### src/design/assert_macros.svh
// assertion macros shared by the multiply/divide register unit
// no dependencies; the assertions drop out when SYNTHESIS is defined
`ifndef ASSERT_MACROS_SVH
`define ASSERT_MACROS_SVH

`ifndef SYNTHESIS

// property checked on every rising edge outside reset
`define MDR_ASSERT(lbl, clk, rst_n, prop, msg) \
    lbl: assert property (@(posedge clk) disable iff (!rst_n) prop) else $error(msg);

// condition that must never be true outside reset
`define MDR_NEVER(lbl, clk, rst_n, cond, msg) \
    lbl: assert property (@(posedge clk) disable iff (!rst_n) !(cond)) else $error(msg);

`else

`define MDR_ASSERT(lbl, clk, rst_n, prop, msg)
`define MDR_NEVER(lbl, clk, rst_n, cond, msg)

`endif

`endif

### src/design/mdr_pkg.sv
// shared types and constants of the multiply/divide register unit
// no dependencies; imported by mdr_mul, mdr_div and the top level
package mdr_pkg;

    // request kinds carried on tuser
    localparam logic REQ_READ  = 1'b0;
    localparam logic REQ_WRITE = 1'b1;

    // register map of the math window
    localparam logic [3:0] REG_MUL_HI = 4'd5;
    localparam logic [3:0] REG_DIV_HI = 4'd7;
    localparam logic [3:0] REG_MODE   = 4'd14;
    localparam logic [3:0] REG_STATUS = 4'd15;

    // status and mode bits
    localparam logic [7:0] BUSY_BIT        = 8'h80;
    localparam logic [7:0] BUSY_CLEAR_MASK = 8'h7f;
    localparam int         MODE_SIGNED_BIT = 0;

    // number of operand and result bytes
    localparam int NUM_OPERANDS = 8;
    localparam int NUM_RESULTS  = 6;

    // launch control from the register window to an arithmetic unit
    typedef struct packed {
        logic start;
        logic signed_mode;
    } op_ctl_t;

endpackage

### src/design/mul_div_register_unit.sv
// top level: byte-wide register window with bit-serial multiply and divide units
// depends on mdr_pkg, mdr_mul, mdr_div and assert_macros.svh
//
//  channel | direction | tdata (low bit up)                  | tuser
//  s_*     | in        | reg_index[3:0], write_data[11:4]    | req_type
//  m_*     | out       | read_data[7:0]                      | -
//
// reads and plain writes: the result is registered into the output register in the cycle after the transfer
// multiply start (write to register 5): result from the 16-step serial multiplier
// divide start (write to register 7): quotient and remainder from the 32-step restoring divider
// one access at a time; the next is taken once the result is delivered or leaving
// m_tready low stalls the output register and holds off new input transfers
// asynchronous reset clears all top-level registers to zero, unsigned mode, status clear
`include "assert_macros.svh"

module mul_div_register_unit (
    input  logic        clk,
    input  logic        rst_n,
    input  logic        s_tvalid,
    output logic        s_tready,
    input  logic [15:0] s_tdata,   // reg_index[3:0], write_data[11:4], zero pad
    input  logic        s_tuser,   // req_type
    output logic        m_tvalid,
    input  logic        m_tready,
    output logic [7:0]  m_tdata    // read_data[7:0]
);
    import mdr_pkg::*;

    typedef enum logic [1:0] {
        ST_IDLE,
        ST_LAUNCH,
        ST_WAIT
    } state_t;

    state_t      state_reg;
    logic        op_div_reg;
    logic [7:0]  operand_reg [NUM_OPERANDS];
    logic [7:0]  result_reg [NUM_RESULTS];
    logic [7:0]  mode_reg;
    logic [7:0]  status_reg;
    logic        m_tvalid_reg;
    logic [7:0]  m_tdata_reg;

    logic        accept;
    logic        is_write;
    logic [3:0]  reg_index;
    logic [7:0]  write_data;
    logic [7:0]  read_byte;
    logic        start_wr;
    logic        status_rd;
    logic        unit_done;
    logic        out_stall;
    logic        out_load;
    op_ctl_t     mul_ctl;
    op_ctl_t     div_ctl;
    logic        mul_done;
    logic        div_done;
    logic [31:0] product;
    logic [31:0] quotient;
    logic [15:0] remainder;

    // input field unpacking and handshake
    assign reg_index  = s_tdata[3:0];
    assign write_data = s_tdata[11:4];
    assign is_write   = (s_tuser == REQ_WRITE);
    assign out_stall  = m_tvalid_reg && !m_tready;
    assign s_tready   = (state_reg == ST_IDLE) && !out_stall;
    assign accept     = s_tvalid && s_tready;

    // access kinds and output register load
    assign start_wr  = accept && is_write && (reg_index == REG_MUL_HI || reg_index == REG_DIV_HI);
    assign status_rd = accept && !is_write && (reg_index == REG_STATUS);
    assign unit_done = mul_done || div_done;
    assign out_load  = (state_reg == ST_IDLE) ? (accept && !start_wr)
                                              : ((state_reg == ST_WAIT) && unit_done);

    // register read mux
    always_comb
    begin
        if (!reg_index[3])
            read_byte = operand_reg[reg_index[2:0]];
        else if (reg_index == REG_MODE)
            read_byte = mode_reg;
        else if (reg_index == REG_STATUS)
            read_byte = status_reg;
        else
            read_byte = result_reg[reg_index[2:0]];
    end

    // launch control to the arithmetic units
    assign mul_ctl.start       = (state_reg == ST_LAUNCH) && !op_div_reg;
    assign mul_ctl.signed_mode = mode_reg[MODE_SIGNED_BIT];
    assign div_ctl.start       = (state_reg == ST_LAUNCH) && op_div_reg;
    assign div_ctl.signed_mode = mode_reg[MODE_SIGNED_BIT];

    mdr_mul u_mul (
        .clk          (clk),
        .rst_n        (rst_n),
        .ctl          (mul_ctl),
        .multiplicand ({operand_reg[1], operand_reg[0]}),
        .multiplier   ({operand_reg[5], operand_reg[4]}),
        .done         (mul_done),
        .product      (product)
    );

    mdr_div u_div (
        .clk       (clk),
        .rst_n     (rst_n),
        .ctl       (div_ctl),
        .dividend  ({operand_reg[3], operand_reg[2], operand_reg[1], operand_reg[0]}),
        .divisor   ({operand_reg[7], operand_reg[6]}),
        .done      (div_done),
        .quotient  (quotient),
        .remainder (remainder)
    );

    // access sequencer, register window and output register
    always_ff @(posedge clk or negedge rst_n)
    begin
        if (!rst_n)
        begin
            state_reg    <= ST_IDLE;
            op_div_reg   <= 1'b0;
            mode_reg     <= 8'd0;
            status_reg   <= 8'd0;
            m_tvalid_reg <= 1'b0;
            m_tdata_reg  <= 8'd0;
            for (int i = 0; i < NUM_OPERANDS; i++)
                operand_reg[i] <= 8'd0;
            for (int i = 0; i < NUM_RESULTS; i++)
                result_reg[i] <= 8'd0;
        end
        else
        begin
            // output valid: set on a new result, cleared once taken
            if (out_load)
                m_tvalid_reg <= 1'b1;
            else if (m_tready)
                m_tvalid_reg <= 1'b0;
            unique case (state_reg)
                ST_IDLE:
                begin
                    if (accept)
                    begin
                        if (is_write)
                        begin
                            if (!reg_index[3])
                                operand_reg[reg_index[2:0]] <= write_data;
                            else if (reg_index == REG_MODE)
                            begin
                                for (int i = 0; i < NUM_OPERANDS; i++)
                                    operand_reg[i] <= 8'd0;
                                for (int i = 0; i < NUM_RESULTS; i++)
                                    result_reg[i] <= 8'd0;
                                mode_reg <= write_data;
                            end
                            if (start_wr)
                            begin
                                op_div_reg <= (reg_index == REG_DIV_HI);
                                state_reg  <= ST_LAUNCH;
                            end
                            else
                            begin
                                m_tdata_reg  <= 8'd0;
                            end
                        end
                        else
                        begin
                            m_tdata_reg  <= read_byte;
                            if (reg_index == REG_STATUS)
                                status_reg <= status_reg & BUSY_CLEAR_MASK;
                        end
                    end
                end
                ST_LAUNCH:
                begin
                    state_reg <= ST_WAIT;
                end
                ST_WAIT:
                begin
                    if (unit_done)
                    begin
                        result_reg[0] <= mul_done ? product[7:0]   : quotient[7:0];
                        result_reg[1] <= mul_done ? product[15:8]  : quotient[15:8];
                        result_reg[2] <= mul_done ? product[23:16] : quotient[23:16];
                        result_reg[3] <= mul_done ? product[31:24] : quotient[31:24];
                        if (div_done)
                        begin
                            result_reg[4] <= remainder[7:0];
                            result_reg[5] <= remainder[15:8];
                        end
                        status_reg   <= BUSY_BIT;
                        m_tdata_reg  <= 8'd0;
                        state_reg    <= ST_IDLE;
                    end
                end
                default:
                begin
                    state_reg <= ST_IDLE;
                end
            endcase
        end
    end

    assign m_tvalid = m_tvalid_reg;
    assign m_tdata  = m_tdata_reg;

    // checks on sequencing
    `MDR_NEVER(a_ready_stalled, clk, rst_n, s_tready && out_stall, "ready while stalled")
    `MDR_ASSERT(a_done_wait, clk, rst_n, unit_done |-> (state_reg == ST_WAIT), "done outside wait")
    `MDR_NEVER(a_one_unit, clk, rst_n, mul_done && div_done, "both units done")
    `MDR_ASSERT(a_start_launch, clk, rst_n, start_wr |=> (state_reg == ST_LAUNCH), "missed launch")
    `MDR_ASSERT(a_status_clear, clk, rst_n, status_rd |=> !status_reg[7], "busy left set")

endmodule

### src/design/mdr_mul.sv
// bit-serial 16x16 multiplier, signed or unsigned, one multiplier bit per cycle
// depends on mdr_pkg for the launch control struct
module mdr_mul (
    input  logic            clk,
    input  logic            rst_n,
    input  mdr_pkg::op_ctl_t ctl,
    input  logic [15:0]     multiplicand,
    input  logic [15:0]     multiplier,
    output logic            done,
    output logic [31:0]     product
);
    import mdr_pkg::*;

    logic        run_reg, run_next;
    logic        fin_reg, fin_next;
    logic        done_reg, done_next;
    logic        neg_reg, neg_next;
    logic [3:0]  cnt_reg, cnt_next;
    logic [15:0] mcand_reg, mcand_next;
    logic [31:0] prod_reg, prod_next;
    logic [16:0] partial;
    logic        a_neg;
    logic        b_neg;

    // add the multiplicand into the upper half when the low multiplier bit is set
    assign partial = {1'b0, prod_reg[31:16]} + (prod_reg[0] ? {1'b0, mcand_reg} : 17'd0);
    assign a_neg   = ctl.signed_mode & multiplicand[15];
    assign b_neg   = ctl.signed_mode & multiplier[15];

    // step sequencing
    always_comb
    begin
        run_next   = run_reg;
        fin_next   = 1'b0;
        done_next  = 1'b0;
        neg_next   = neg_reg;
        cnt_next   = cnt_reg;
        mcand_next = mcand_reg;
        prod_next  = prod_reg;
        if (ctl.start)
        begin
            run_next   = 1'b1;
            cnt_next   = 4'hf;
            neg_next   = a_neg ^ b_neg;
            mcand_next = a_neg ? (16'd0 - multiplicand) : multiplicand;
            prod_next  = {16'd0, b_neg ? (16'd0 - multiplier) : multiplier};
        end
        else if (run_reg)
        begin
            prod_next = {partial, prod_reg[15:1]};
            cnt_next  = cnt_reg - 4'd1;
            if (cnt_reg == 4'd0)
            begin
                run_next = 1'b0;
                fin_next = 1'b1;
            end
        end
        else if (fin_reg)
        begin
            // apply the sign of the product
            prod_next = neg_reg ? (32'd0 - prod_reg) : prod_reg;
            done_next = 1'b1;
        end
    end

    // registers
    always_ff @(posedge clk or negedge rst_n)
    begin
        if (!rst_n)
        begin
            run_reg  <= 1'b0;
            fin_reg  <= 1'b0;
            done_reg <= 1'b0;
        end
        else
        begin
            run_reg  <= run_next;
            fin_reg  <= fin_next;
            done_reg <= done_next;
        end
    end

    always_ff @(posedge clk)
    begin
        neg_reg   <= neg_next;
        cnt_reg   <= cnt_next;
        mcand_reg <= mcand_next;
        prod_reg  <= prod_next;
    end

    assign done    = done_reg;
    assign product = prod_reg;

endmodule

### src/design/mdr_div.sv
// bit-serial restoring 32/16 divider, signed or unsigned, one quotient bit per cycle
// depends on mdr_pkg for the launch control struct
module mdr_div (
    input  logic            clk,
    input  logic            rst_n,
    input  mdr_pkg::op_ctl_t ctl,
    input  logic [31:0]     dividend,
    input  logic [15:0]     divisor,
    output logic            done,
    output logic [31:0]     quotient,
    output logic [15:0]     remainder
);
    import mdr_pkg::*;

    logic        run_reg, run_next;
    logic        fin_reg, fin_next;
    logic        done_reg, done_next;
    logic        negq_reg, negq_next;
    logic        negr_reg, negr_next;
    logic        zero_reg, zero_next;
    logic [4:0]  cnt_reg, cnt_next;
    logic [15:0] dvs_reg, dvs_next;
    logic [15:0] lo_reg, lo_next;
    logic [31:0] quo_reg, quo_next;
    logic [15:0] rem_reg, rem_next;
    logic [16:0] rem_shift;
    logic [17:0] diff;
    logic        fits;
    logic        d_neg;
    logic        s_neg;

    // trial subtraction of the divisor from the shifted partial remainder
    assign rem_shift = {rem_reg, quo_reg[31]};
    assign diff      = {1'b0, rem_shift} - {2'b00, dvs_reg};
    assign fits      = ~diff[17];
    assign d_neg     = ctl.signed_mode & dividend[31];
    assign s_neg     = ctl.signed_mode & divisor[15];

    // step sequencing
    always_comb
    begin
        run_next  = run_reg;
        fin_next  = 1'b0;
        done_next = 1'b0;
        negq_next = negq_reg;
        negr_next = negr_reg;
        zero_next = zero_reg;
        cnt_next  = cnt_reg;
        dvs_next  = dvs_reg;
        lo_next   = lo_reg;
        quo_next  = quo_reg;
        rem_next  = rem_reg;
        if (ctl.start)
        begin
            run_next  = 1'b1;
            cnt_next  = 5'd31;
            zero_next = (divisor == 16'd0);
            negq_next = d_neg ^ s_neg;
            negr_next = d_neg;
            lo_next   = dividend[15:0];
            quo_next  = d_neg ? (32'd0 - dividend) : dividend;
            dvs_next  = s_neg ? (16'd0 - divisor) : divisor;
            rem_next  = 16'd0;
        end
        else if (run_reg)
        begin
            quo_next = {quo_reg[30:0], fits};
            rem_next = fits ? diff[15:0] : rem_shift[15:0];
            cnt_next = cnt_reg - 5'd1;
            if (cnt_reg == 5'd0)
            begin
                run_next = 1'b0;
                fin_next = 1'b1;
            end
        end
        else if (fin_reg)
        begin
            // divide by zero keeps the low dividend half as remainder
            if (zero_reg)
            begin
                quo_next = 32'd0;
                rem_next = lo_reg;
            end
            else
            begin
                quo_next = negq_reg ? (32'd0 - quo_reg) : quo_reg;
                rem_next = negr_reg ? (16'd0 - rem_reg) : rem_reg;
            end
            done_next = 1'b1;
        end
    end

    // registers
    always_ff @(posedge clk or negedge rst_n)
    begin
        if (!rst_n)
        begin
            run_reg  <= 1'b0;
            fin_reg  <= 1'b0;
            done_reg <= 1'b0;
        end
        else
        begin
            run_reg  <= run_next;
            fin_reg  <= fin_next;
            done_reg <= done_next;
        end
    end

    always_ff @(posedge clk)
    begin
        negq_reg <= negq_next;
        negr_reg <= negr_next;
        zero_reg <= zero_next;
        cnt_reg  <= cnt_next;
        dvs_reg  <= dvs_next;
        lo_reg   <= lo_next;
        quo_reg  <= quo_next;
        rem_reg  <= rem_next;
    end

    assign done      = done_reg;
    assign quotient  = quo_reg;
    assign remainder = rem_reg;

endmodule
### config.mk
export PLATFORM = sky130hd
export DESIGN_NAME = mul_div_register_unit
export DESIGN_NICKNAME = d
export VERILOG_FILES = /design/src/design/mdr_pkg.sv /design/src/design/mul_div_register_unit.sv /design/src/design/mdr_mul.sv /design/src/design/mdr_div.sv
export VERILOG_INCLUDE_DIRS = /design/src /design/src/design
export SDC_FILE = /design/constraint.sdc
export NUM_CORES = 1
export LEC_CHECK = 0
export BUFFER_PORTS_ARGS = -buffer_cell sky130_fd_sc_hd__buf_4
export CAP_MARGIN = 10
export CORE_MARGIN = 2
export CORE_UTILIZATION = 55
export CTS_BUF_LIST = sky130_fd_sc_hd__clkbuf_16
export CTS_CLUSTER_SIZE = 14
export DETAILED_ROUTE_END_ITERATION = 8
export PLACE_DENSITY_LB_ADDON = 0.15
export SLEW_MARGIN = 20
export SYNTH_ARGS = -nofsm -noshare
export SYNTH_HDL_FRONTEND = slang
export SYNTH_SLANG_ARGS = --single-unit
### constraint.sdc
create_clock -name clk -period 3.1 [get_ports clk]
set_input_delay 0.155 -clock clk [delete_from_list [all_inputs] [get_ports clk]]
set_output_delay 0.155 -clock clk [all_outputs]
set_load 0.005 [all_outputs]
# After elaboration in Yosys (flattened, before gate mapping)
# Cells that the tools add are included.
# op_classes
order_cmp	2
n_shift	0
div_mod_pow	0
mul	0
reduce_logical	43
mux	80
eq_ne	17
add_sub_neg	11
bitwise	9
# op_table
op	n
$mux W32	9
$mux W48	5
$mux W16	11
$mux W8	20
$mux W64	2
$pmux W48 S2	1
$sub A1 B32 Y32 const A	3
$bwmux W64	1
$sub A1 B16 Y16 const A	4
$bmux W8 S3	2
$pmux W8 S2	2
$demux W8 S3	1
$mux W1	21
$sub A17 B16 Y18	1
$add A16 B17 Y17	1
$logic_not A16 Y1	1
$reduce_and A4 Y1	4
$ne A2 B2 Y1 const B	7
$reduce_bool A3 Y1	4
$logic_and A1 B1 Y1	10
$reduce_and A5 Y1	2
$reduce_bool A2 Y1	5
$eq A4 B3 Y1 const B	2
$eq A4 B4 Y1 const B	2
other kinds (24)	41
# word_totals
out_inout_bits	10
rom_bits	0
mem_bits_rw	0
mem_count	0
latch_bits	0
in_bits	21
wordCells	202
regBits	287

# Depth between registers and ports, before layout
# logic_depth
word_depth	11
ltp_mapped	12
depth_no_buf	10

# By module
# From an unflattened synthesis, not the netlist that was laid out.
# hier_totals
cells_unflattened	1811
hier_area_um2	17550.6
# modules_own_cells
module	n_inst	seq_area_each_um2	cells_per_inst	area_each_um2
mul_div_register_unit	1	3328.2	603	6746.5
mdr_div	1	2507.4	744	6666.4
mdr_mul	1	1466.4	464	4137.7

# Worst setup path before layout
# No wires, ideal clock.
# synth_path
kind	register to register
from	reg state_reg[0]
to	reg u_div.quo_reg[1], in the netlist u_div.quotient[1], data pin
period_less_slack_ps	2836
path_stages_with_launch	7
required_ps	2770
arrival_ps	2506
setup_ps	330
slack_ps	264
n_path_buf	2
path_cell_list	dfrtp_1 nor2b_1 nand2_1 inv_1 clkbuf_1 clkbuf_1 a31oi_1
# synth_rtl
item	line_no	text
start: declaration	mul_div_register_unit.sv:35	state_t state_reg;
start signal: assignment	mul_div_register_unit.sv:122	state_reg <= ST_IDLE;
start signal: assignment	mul_div_register_unit.sv:160	state_reg <= ST_LAUNCH;
start signal: assignment	mul_div_register_unit.sv:177	state_reg <= ST_WAIT;
end signal: assignment	mdr_div.sv:118	quo_reg <= quo_next;
end: declaration	mdr_div.sv:24	logic [31:0] quo_reg, quo_next;

# Final worst setup path
# layout_path
from	reg u_mul.prod_reg[0], in the netlist u_mul.product[0]
to	reg u_mul.prod_reg[29], in the netlist u_mul.product[29]
# layout_between
elab_chain_len	4
word_cells_on_any_way	6
cone_classes	2 x add/sub; 4 x mux
# layout_rtl
item	line_no	text
start: declaration	mdr_mul.sv:20	logic [31:0] prod_reg, prod_next;
start signal: assignment	mdr_mul.sv:88	prod_reg <= prod_next;
$sub A1 B32 Y32	mdr_mul.sv:61	prod_next = neg_reg ? (32'd0 - prod_reg) : prod_reg;
$mux W32	mdr_mul.sv:61	
$mux W32	mdr_mul.sv:58	else if (fin_reg)
$mux W32 (*)	mdr_mul.sv:48	else if (run_reg)
# Every way passes the cells marked *; elsewhere a longest branch is shown, timed or not. The select of a mux whose other input is x is not followed.
# A chain may end at the register's enable or synchronous reset.

==> impl_metrics.ini <==
[synth]
ys_ff_latch = 280
synth_most_common_cell = nand2_1
async_flop_share = 0.4964
yosysWarnings = 0
synth_commonest_cells = nand2_1 (186), nor2_1 (155), o21ai_0 (153), dfrtp_1 (139), clkbuf_1 (111)
syn_nets = 1958
syn_area_mm2 = 0.01738
synth.distinct_cells = 74
synthCells = 1895
ys_seq_area_frac = 0.4201
synth.avg_cell_area_um2 = 9.173
yosysTopAreaCellShare = 0.2001
synth_edf_count = 100
synth_flop_cell = dfrtp_1
ys_top_cells_by_area = dfrtp_1 (20%), edfxtp_1 (17%), mux2i_1 (5.8%), dfxtp_1 (4.7%), o21ai_0 (4.4%)
yosysTopAreaCell = dfrtp_1

[sta]
setup_viol = 0
maxSlewHeadroom = 0.2419
tightest_slew_ps = 1133
finalHoldViolCount = 0
clock_skew_ps = 7.951
rsz0062_at_grt = false
min_period_over_period = 0.9336
period_needed_ps = 2894
hold_slack_ps = 62.58
fmax_ghz = 0.3455
finalMaxSlewViolations = 0
tns_ps = 0

[global_route]
antenna_found_initial = 0
grt_pass1_vias = 14204
grt_pass1_wl_mm = 85.59
grt-ovfl-total = 0
grt_max_degree = 82
track_usage = 0.3382

[critical_path]
timing.rr.start = u_mul.product[0]
cp_slowest_stage_delay_ps = 480
start_kind = flop
crit_type = flop to flop
required_ps = 3570
critPathArrivalTime_ps = 3370
crit_chain = buf_4 > and2_1 > fa_1 > a21oi_1 > o22ai_1 > o21ai_0 > nor2_1 > o21a_1 > xnor2_1 > a211oi_1
cp_slowest_cell = edfxtp_1
crit_path_start = u_mul.product[0]
critPathMaxFanout = 16
crit_path_end_kind = flop
ff2ff_path_depth = 10
r2r_slack_ps = 210
reg2reg_to = u_mul.product[29]

[cts]
root_buffer = clkbuf_16
clockBufferDepth = 3
cts.clk_slew.worst_paths_ps = 60
h-tree-depth = 1
cts_tree = done
cts_made_buffers = 30
clock_latency_ps = 570
postCtsSetupBuffers = 0
cts.sinks = 280

[placed_design]
dp.cells = 2264
routabilityCongestion = 0.9746
placed_area_mm2 = 0.01816
port_buffers = 26
dpl.hpwl_mm = 40.17

[min_path]
min_path_type = input port to flop
whs_path_depth = 3
hp-start = s_tdata[3]
hold_path_end = operand_reg[21]

[finish]
largest_reg_flops = 64
fin_nets = 1969
layout-drive-gt1-share = 0.09637
n_antenna_cell = 0
area_growth_pct = 10.61
fin_cells = 2332
final_cell_area_mm2 = 0.01923

[run]
drv_cap = 0

[floorplan]
row_count = 65
ios = 31
dieArea_mm2 = 0.03304
fp.dieH_um = 181.8
die_w_um = 181.8
coreArea_mm2 = 0.03131
start_util = 0.5552

[power]
peakVddDrop_v = 0.0006086
powerDensity_mw_per_mm2 = 736.8
p_leak_nw = 7.778

[routing]
postRouteAntennaNets = 0
drtIter0Drc = 1820
drt-total-wl_mm = 56.04
dr.pass1.iters = 5
remaining_drc_errors = 0
via_per_inst = 6.538
vias = 15247
wire_per_inst_um = 24.03

[run_status]
status = completed
-- area by class of cell --
| class | count | area [um2] |
|---|---|---|
| Tap cell | 402 | 503.0 |
| Inverter | 70 | 262.8 |
| Multi-Input combinational cell | 1413 | 9308 |
| Clock inverter | 24 | 145.1 |
| Clock buffer | 32 | 800.8 |
| Sequential cell | 280 | 7303 |
| Timing Repair Buffer | 111 | 904.6 |
| Fill cell | 2588 | 12080 |
-- power by group --
group | internal (mW) | leakage (nW) | switching (mW) | total [mW]
Sequential | 4.77 | 2.85 | 1.11 | 5.88
Clock | 1.94 | 0.489 | 1.56 | 3.50
Combinational | 2.05 | 4.43 | 2.74 | 4.79
Total | 8.76 | 7.78 | 5.41 | 14.2
-- kinds of logic after synthesis --
family,share of synthesized area
mux,0.07766
fa+ha+maj,0.03109
flops,0.4201
xor+xnor,0.07306
simple gates,0.1645
compound gates,0.1891
buf+inv,0.04455
-- through the flow --
stage / utilization / setup WS [ps] / total power, mW
final: 0.6141 / 205.9 / 14.17
after global routing: 0.6141 / 48.05 / 14.93
after CTS: 0.6141 / 239.8 / 14.10
after detailed placement: 0.5800 / 257.2 / 10.59
after global placement: 0.5800 / 376.1 / 10.44
after floorplan: - / 263.6 / 8.926
-- placed cells by master, fill, tap and decap left out, types with 10 or more instances in the layout --
| cell type | count |
|---|---|
| nor4_1 | 18 |
| and2_1 | 28 |
| o31ai_1 | 52 |
| or4_1 | 10 |
| inv_1 | 72 |
| nand3_1 | 56 |
| a211oi_1 | 29 |
| buf_4 | 95 |
| a22oi_1 | 13 |
| a221oi_1 | 17 |
| dfxtp_1 | 41 |
| nand2b_1 | 23 |
| nor3_1 | 44 |
| o21ai_0 | 153 |
| clkbuf_16 | 32 |
| edfxtp_1 | 100 |
| dfrtp_1 | 138 |
| xor2_1 | 69 |
| a21oi_1 | 89 |
| or3_1 | 21 |
| mux2i_1 | 100 |
| mux2_2 | 13 |
| nor2b_1 | 10 |
| dlygate4sd3_1 | 12 |
| a31oi_1 | 18 |
| o221ai_1 | 14 |
| a22o_1 | 23 |
| nand2_1 | 186 |
| nor2_1 | 155 |
| nand3b_1 | 10 |
| xnor2_1 | 76 |
| o21a_1 | 12 |
| ha_1 | 40 |
-- critical path: cells and delay by family, from the launching register on --
family | cells | cell delay, ps
adders and majority gates | 1 | 430
AOI/OAI and AO/OA | 5 | 1230
DFF | 1 | 480
xor gates and xnor gates | 1 | 130
and+or+nand+nor | 2 | 300
buffers and inverters | 1 | 240
-- repair_timing --
action	in CTS	in global routing
endpoints found under the hold margin	111	0
hold buffers	12	0
gates resized for setup	0	0
-- how the worst max path moves through the flow --
stage               slack (ps)             endpoint  cells after the start
floorplan                  260    u_div.quotient[1]                      6
global placement           380    u_mul.product[31]                     10
detailed placement         260    u_mul.product[29]                     10
CTS                        240    u_mul.product[29]                     10
global route                50  u_div.remainder[15]                      7
finish                     210    u_mul.product[29]                     10
-- metal layers --
layer	vias to the layer above	wire, um	track usage
met5	-	0	0
met4	0	2626	0.1353
met3	155	5250	0.05475
met2	754	24070	0.5071
met1	7437	24100	0.4911
li1	6901	-	-
Note: power is estimated with default switching activity, not from simulation.
